<file path="config.mk">
export PLATFORM = sky130hd
export DESIGN_NAME = lru_order_list_top
export DESIGN_NICKNAME = d
export VERILOG_FILES = /design/src/hdl/lol_pkg.sv /design/src/hdl/lru_order_list_top.sv
export VERILOG_INCLUDE_DIRS = /design/src /design/src/hdl
export SDC_FILE = /design/constraint.sdc
export NUM_CORES = 1
export LEC_CHECK = 0
export BUFFER_PORTS_ARGS = -buffer_cell sky130_fd_sc_hd__buf_2
export CORE_MARGIN = 5
export CORE_UTILIZATION = 30
export CTS_CLUSTER_SIZE = 30
export DETAILED_ROUTE_END_ITERATION = 10
export GPL_ROUTABILITY_DRIVEN = 0
export PLACE_DENSITY = 0.52
export SLEW_MARGIN = 30
export SYNTH_ARGS = -nofsm -noshare
export SYNTH_HDL_FRONTEND = slang
export SYNTH_SLANG_ARGS = --single-unit
</file>
<file path="constraint.sdc">
create_clock -name clk -period 6.05 [get_ports clk]
set_input_delay 0.605 -clock clk [delete_from_list [all_inputs] [get_ports clk]]
set_output_delay 0.605 -clock clk [all_outputs]
set_load 0.01 [all_outputs]
</file>
<file path="src/hdl/assert_macros.svh">
// Assertion macros for the RTL of the LRU order list.
`ifndef ASSERT_MACROS_SVH
`define ASSERT_MACROS_SVH

// Check that the consequent holds in the same cycle as the antecedent.
`define AST_IMP(label, clk, rst, ante, cons) \
  label: assert property (@(posedge clk) disable iff (rst) (ante) |-> (cons)) \
    else $error("assertion failed: same-cycle implication");

// Check that the consequent holds in the cycle after the antecedent.
`define AST_NEXT(label, clk, rst, ante, cons) \
  label: assert property (@(posedge clk) disable iff (rst) (ante) |=> (cons)) \
    else $error("assertion failed: next-cycle implication");

`endif

</file>
<file path="src/hdl/lol_pkg.sv">
// Package with sizes, opcodes and sequencer states of the LRU order list.
`default_nettype none
package lol_pkg;

  localparam int ENTRIES = 16;
  localparam int IDX_W   = $clog2(ENTRIES);
  localparam int CNT_W   = $clog2(ENTRIES + 1);
  localparam int SLOT_W  = 4;

  typedef enum logic [1:0] {
    OP_PUSH  = 2'd0,
    OP_POP   = 2'd1,
    OP_TOUCH = 2'd2
  } op_t;

  typedef enum logic [1:0] {
    S_IDLE,
    S_UNLINK,
    S_APPEND,
    S_REPORT
  } state_t;

endpackage
`default_nettype wire

</file>
<file path="src/hdl/lru_order_list_top.sv">
// Top level of the LRU order list: linked-list sequencer with link memories.
//
// A request is taken when start is high and busy is low; busy then stays high
// until the result has been shown. The result appears with done high for
// exactly one cycle and cannot be held off, so it must be captured on that
// cycle. A rejected request or a touch of the tail goes from idle straight
// to report, a push passes through append, a pop through unlink, and a
// touch of any other slot through unlink and then append: the next-link and
// previous-link memories each have one write port, so the unlink and append
// rewrites of a touch go in separate states; link reads are registered.
// In-list marks are flip-flops cleared at reset; no clearing pass is needed.
`default_nettype none
`include "assert_macros.svh"
module lru_order_list_top (
  input  wire logic                      clk,
  input  wire logic                      rst,
  input  wire logic                      start,
  input  wire logic [1:0]                opcode,
  input  wire logic [lol_pkg::SLOT_W-1:0] slot,
  output logic                           busy,
  output logic                           done,
  output logic                           status,
  output logic [lol_pkg::SLOT_W-1:0]     head_slot,
  output logic                           list_empty,
  output logic [lol_pkg::CNT_W-1:0]      entry_count
);

  lol_pkg::state_t state, state_next;

  logic [lol_pkg::IDX_W-1:0]   head, head_next;
  logic [lol_pkg::IDX_W-1:0]   tail, tail_next;
  logic [lol_pkg::CNT_W-1:0]   total, total_next;
  logic [lol_pkg::ENTRIES-1:0] mark, mark_next;

  logic [1:0]                op_q, op_next;
  logic [lol_pkg::IDX_W-1:0] slot_q, slot_next;
  logic                      rejected, rejected_next;

  logic [lol_pkg::IDX_W-1:0] next_mem [lol_pkg::ENTRIES];
  logic [lol_pkg::IDX_W-1:0] prev_mem [lol_pkg::ENTRIES];
  logic [lol_pkg::IDX_W-1:0] nl_rdata, pl_rdata;
  logic [lol_pkg::IDX_W-1:0] nl_raddr;
  logic                      nl_we, pl_we;
  logic [lol_pkg::IDX_W-1:0] nl_waddr, nl_wdata, pl_waddr, pl_wdata;

  logic                      in_range;
  logic [lol_pkg::IDX_W-1:0] slot_idx;
  logic                      reject_in;

  assign in_range = 32'(slot) < lol_pkg::ENTRIES;
  assign slot_idx = in_range ? lol_pkg::IDX_W'(slot) : '0;
  assign nl_raddr = (opcode == lol_pkg::OP_POP) ? head : slot_idx;

  always_comb begin
    case (opcode)
      lol_pkg::OP_PUSH:  reject_in = !in_range || mark[slot_idx];
      lol_pkg::OP_POP:   reject_in = (total == '0);
      lol_pkg::OP_TOUCH: reject_in = (total == '0) || !in_range || !mark[slot_idx];
      default:           reject_in = 1'b1;
    endcase
  end

  // Link memories: one write port, one registered read port each.
  always_ff @(posedge clk) begin
    if (nl_we) begin
      next_mem[nl_waddr] <= nl_wdata;
    end
    if (pl_we) begin
      prev_mem[pl_waddr] <= pl_wdata;
    end
    nl_rdata <= next_mem[nl_raddr];
    pl_rdata <= prev_mem[slot_idx];
  end

  always_ff @(posedge clk) begin
    if (rst) begin
      state <= lol_pkg::S_IDLE;
      head  <= '0;
      tail  <= '0;
      total <= '0;
      mark  <= '0;
    end else begin
      state <= state_next;
      head  <= head_next;
      tail  <= tail_next;
      total <= total_next;
      mark  <= mark_next;
    end
  end

  always_ff @(posedge clk) begin
    op_q     <= op_next;
    slot_q   <= slot_next;
    rejected <= rejected_next;
  end

  always_comb begin
    state_next    = state;
    head_next     = head;
    tail_next     = tail;
    total_next    = total;
    mark_next     = mark;
    op_next       = op_q;
    slot_next     = slot_q;
    rejected_next = rejected;
    nl_we         = 1'b0;
    nl_waddr      = tail;
    nl_wdata      = slot_q;
    pl_we         = 1'b0;
    pl_waddr      = slot_q;
    pl_wdata      = tail;
    unique case (state)
      lol_pkg::S_IDLE: begin
        if (start) begin
          op_next       = opcode;
          slot_next     = slot_idx;
          rejected_next = reject_in;
          if (reject_in) begin
            state_next = lol_pkg::S_REPORT;
          end else begin
            case (opcode)
              lol_pkg::OP_PUSH:  state_next = lol_pkg::S_APPEND;
              lol_pkg::OP_POP:   state_next = lol_pkg::S_UNLINK;
              lol_pkg::OP_TOUCH: state_next = (slot_idx == tail) ? lol_pkg::S_REPORT
                                                                  : lol_pkg::S_UNLINK;
              default:           state_next = lol_pkg::S_REPORT;
            endcase
          end
        end
      end
      lol_pkg::S_UNLINK: begin
        if (op_q == lol_pkg::OP_POP) begin
          mark_next[head] = 1'b0;
          total_next      = lol_pkg::CNT_W'(total - 1'b1);
          if (total == lol_pkg::CNT_W'(1)) begin
            head_next = '0;
            tail_next = '0;
          end else begin
            head_next = nl_rdata;
          end
          state_next = lol_pkg::S_REPORT;
        end else begin
          if (slot_q == head) begin
            head_next = nl_rdata;
          end else begin
            // splice neighbors around the touched slot
            nl_we    = 1'b1;
            nl_waddr = pl_rdata;
            nl_wdata = nl_rdata;
            pl_we    = 1'b1;
            pl_waddr = nl_rdata;
            pl_wdata = pl_rdata;
          end
          state_next = lol_pkg::S_APPEND;
        end
      end
      lol_pkg::S_APPEND: begin
        if (op_q == lol_pkg::OP_PUSH) begin
          mark_next[slot_q] = 1'b1;
          total_next        = lol_pkg::CNT_W'(total + 1'b1);
        end
        if (total == '0) begin
          head_next = slot_q;
        end else begin
          nl_we = 1'b1;
          pl_we = 1'b1;
        end
        tail_next  = slot_q;
        state_next = lol_pkg::S_REPORT;
      end
      lol_pkg::S_REPORT: begin
        state_next = lol_pkg::S_IDLE;
      end
      default: begin
        state_next = lol_pkg::S_IDLE;
      end
    endcase
  end

  assign busy        = (state != lol_pkg::S_IDLE);
  assign done        = (state == lol_pkg::S_REPORT);
  assign status      = rejected;
  assign list_empty  = (total == '0);
  assign head_slot   = (total == '0) ? '0 : lol_pkg::SLOT_W'(head);
  assign entry_count = total;

  `AST_IMP(a_count_matches_marks, clk, rst, 1'b1, $countones(mark) == 32'(total))
  `AST_IMP(a_count_bounded, clk, rst, 1'b1, 32'(total) <= lol_pkg::ENTRIES)
  `AST_NEXT(a_start_sets_busy, clk, rst, start && !busy, busy)
  `AST_NEXT(a_unlink_moves_on, clk, rst, state == lol_pkg::S_UNLINK,
    state == lol_pkg::S_APPEND || state == lol_pkg::S_REPORT)
  `AST_NEXT(a_reject_keeps_count, clk, rst, start && !busy && reject_in,
    $stable(total) && $stable(mark))

endmodule
`default_nettype wire

</file>
==> results.yml <==
run_status:
  status: "finished clean"
power:
  internal_power_mw: 2.53
  p_leak_nw: 2.90
  swShare: 0.330
  power_frac_comb: 0.281
  clockPowerShare: 0.298
  power_density_nw_per_um2: 428
  p_sw_mw: 1.25
  pwr-share-seq: 0.421
  ir_worst_vdd_uv: 176
  total_power_mw: 3.77
yosys:
  synth_cell_types: 48
  syn-num-nets: 564
  avgSynthCellArea_sq_um: 14.3
  synth_top_area_frac: 0.518
  synthArstFlopShare: 0
  synth_area_leaders: "edfxtp_1, dfxtp_1, mux4_2"
  ys_seq_area_frac: 0.618
  yosysWarnings: 0
  synth_area_sq_um: 7820
  synth_edf_count: 135
  synth_top_area_cell: "edfxtp_1"
  ys_ff_latch: 174
  synth_ff_type: "edfxtp_1"
  syn_inst: 546
drt:
  wire_per_inst_um: 20.2
  detail_route.first_pass.iterations: 7
  avgViaCountPerCell: 5.09
  routed_wirelength_um: 18300
  drt_iter0_markers: 422
  ant_nets: 0
  drc: 0
  num_vias: 4610
placed_design:
  port-buffer-count: 21
  post-dp-hpwl_um: 12700
cells_and_area:
  multiInputGateArea_sq_um: 2770
  final_cell_mix: "edfxtp_1, dfxtp_1, nor3_1"
  final_common_cell: "edfxtp_1"
  seqCellArea_sq_um: 4830
  area_growth_pct: 12.8
  drive_gt1_frac: 0.165
  n_antenna_cell: 0
  fin_nets: 576
  nFillCells: 2480
global_routing:
  overflow: 0
  grt_use_total: 0.129
  grt_pass1_wl_um: 28700
  grt_pass1_vias: 4836
  antenna_found_initial: 0
  grt_max_degree: 33
die:
  die_w_um: 171
  rows: 59
  core_sq_um: 25800
  die_h_um: 171
  dieArea_sq_um: 29400
  ios: 22
  start_util: 0.303
timing:
  rsz0062_at_grt: "no"
  hold_viol: 0
  finalSetupTns_ns: 0
  fin_skew_ns: 0.00776
  setup_viol: 0
  max_slew_margin: 0.413
  worst_pin_slew_ns: 0.880
  period_share: 0.479
  maxSlewViolCount: 0
  fin_crit_ns: 2.90
  fmax_mhz: 345
hold_path:
  hp-class: "in2reg"
  hold_end: "op_q[1]"
  whs_path_depth: 1
  worstHoldStart: "opcode[1]"
worst_setup_path:
  timing.rr.start: "op_q[0]"
  critPathArrivalTime_ns: 2.95
  slowest_stage: "nor3b_1"
  worstRegToRegCells: 7
  crit_fanout: 27
  max_stage_delay_ns: 0.63
  end_kind: "flip-flop"
  rrSetupSlack_ns: 3.15
  worst-setup-path-type: "reg2reg"
  r2r_end: "next_mem[11][2]"
  crit_chain: "nor2b_1 > nand2b_1 > a41oi_4 > buf_8 > nand3_1 > o21ai_0 > nor3b_1"
  cp-start-kind: "flip-flop"
  cp_data_required_time_ns: 6.10
clock_tree:
  cts_tree: "done"
  cts.repair.resized: 0
  cts.sinks: 174
  cts.htree.levels: 4
  cts-root-buf: "clkbuf_16"
  path_clk_slew_ns: 0.06
  clk_latency_ns: 0.42
  numCtsBuffers: 17
  clock_path_buffers: 2
  cts_setup_buffers: 0
  hold_buffers: 0
run:
  maxCapViolCount: 0
[through the flow]
step,cell area [sq um],hold slack (ns),util,instances,setup slack [ns]
after floorplan,7820,0.446,-,546,3.81
after global placement,8200,0.476,0.318,873,2.86
after detailed placement,8220,0.471,0.318,874,3.07
after CTS,8820,0.383,0.341,905,3.14
after global routing,8820,0.394,0.341,905,2.93
final,8820,0.410,0.341,905,3.15
[worst max path at each step]
| stage | start | endpoint | slack, ns | depth (start not counted) |
|---|---|---|---|---|
| 3_5_place_dp | opcode[1] | nl_rdata[1] | 3.07 | 7 |
| 3_3_place_gp | state[1] | prev_mem[9][0] | 2.86 | 8 |
| 4_1_cts | op_q[0] | next_mem[11][3] | 3.14 | 7 |
| 6_report | op_q[0] | next_mem[11][2] | 3.15 | 7 |
| 2_1_floorplan | opcode[1] | nl_rdata[0] | 3.81 | 7 |
| 5_1_grt | state[0] | next_mem[10][1] | 2.93 | 7 |
[critical path, delay by kind of cell, from the launching register on]
| kind | cells | cell delay (ns) |
|---|---|---|
| AO/OA/AOI/OAI | 2 | 0.71 |
| buffers and inverters | 1 | 0.25 |
| flip-flops | 1 | 0.42 |
| AND/OR/NAND/NOR | 4 | 1.14 |
[flip-flops by register name, summed over array words and instances, names as in the netlist]
register     count
status           1
op_q             2
prev_mem        64
pl_rdata         4
tail             4
entry_count      5
next_mem        64
slot_q           4
mark            16
state            2
head             4
nl_rdata         4
[area by class of cell]
| type | count | share of cell area |
|---|---|---|
| clock buffer | 21 | 0.0499 |
| clock inverter | 10 | 0.0183 |
| inverter | 14 | 0.00596 |
| multi-input combinational | 326 | 0.314 |
| sequential | 174 | 0.548 |
| tap | 335 | 0.0475 |
| timing repair buffer | 25 | 0.0162 |
[power by group through the flow]
stage          clock, mW  combinational (mW)  sequential, mW
5_1_grt             1.21                1.16            1.60
6_report            1.13                1.06            1.59
2_1_floorplan          0               0.766            1.56
3_5_place_dp           0                1.06            1.61
4_1_cts             1.16                1.06            1.59
3_3_place_gp           0                1.04            1.61
[cells in the mapped netlist (3+ instances only)]
cell type / n
o21ai_0: 17
nor2_1: 25
a21oi_1: 25
dfxtp_1: 39
ha_1: 9
mux2i_1: 20
xnor2_1: 6
and2_1: 9
nor3b_1: 16
edfxtp_1: 135
buf_4: 4
mux4_1: 6
and3b_1: 3
clkbuf_1: 11
a211oi_1: 13
nand3_1: 9
mux4_2: 31
nor2b_1: 22
buf_2: 12
nand2_1: 23
a31oi_1: 11
mux2_2: 7
nor3_1: 37
inv_1: 14
xor2_1: 7
nand2b_1: 4
nand4_1: 5
[routing by layer]
layer  track usage  share of wire
met5             0              0
met4        0.0517          0.023
met3        0.0223          0.034
met2         0.213           0.50
met1         0.170           0.44
[kinds of logic (layout without fill, tap and decap cells)]
| kind of cell | after synthesis | in the layout | synth area share |
|---|---|---|---|
| buf+inv | 46 | 70 | 0.0301 |
| flops | 174 | 174 | 0.618 |
| xor+xnor | 13 | 13 | 0.0146 |
| simple gates | 159 | 159 | 0.110 |
| compound gates | 79 | 79 | 0.0624 |
| fa+ha+maj | 9 | 9 | 0.0144 |
| mux | 66 | 66 | 0.151 |
No activity file was read; power rests on OpenSTA's default activity.
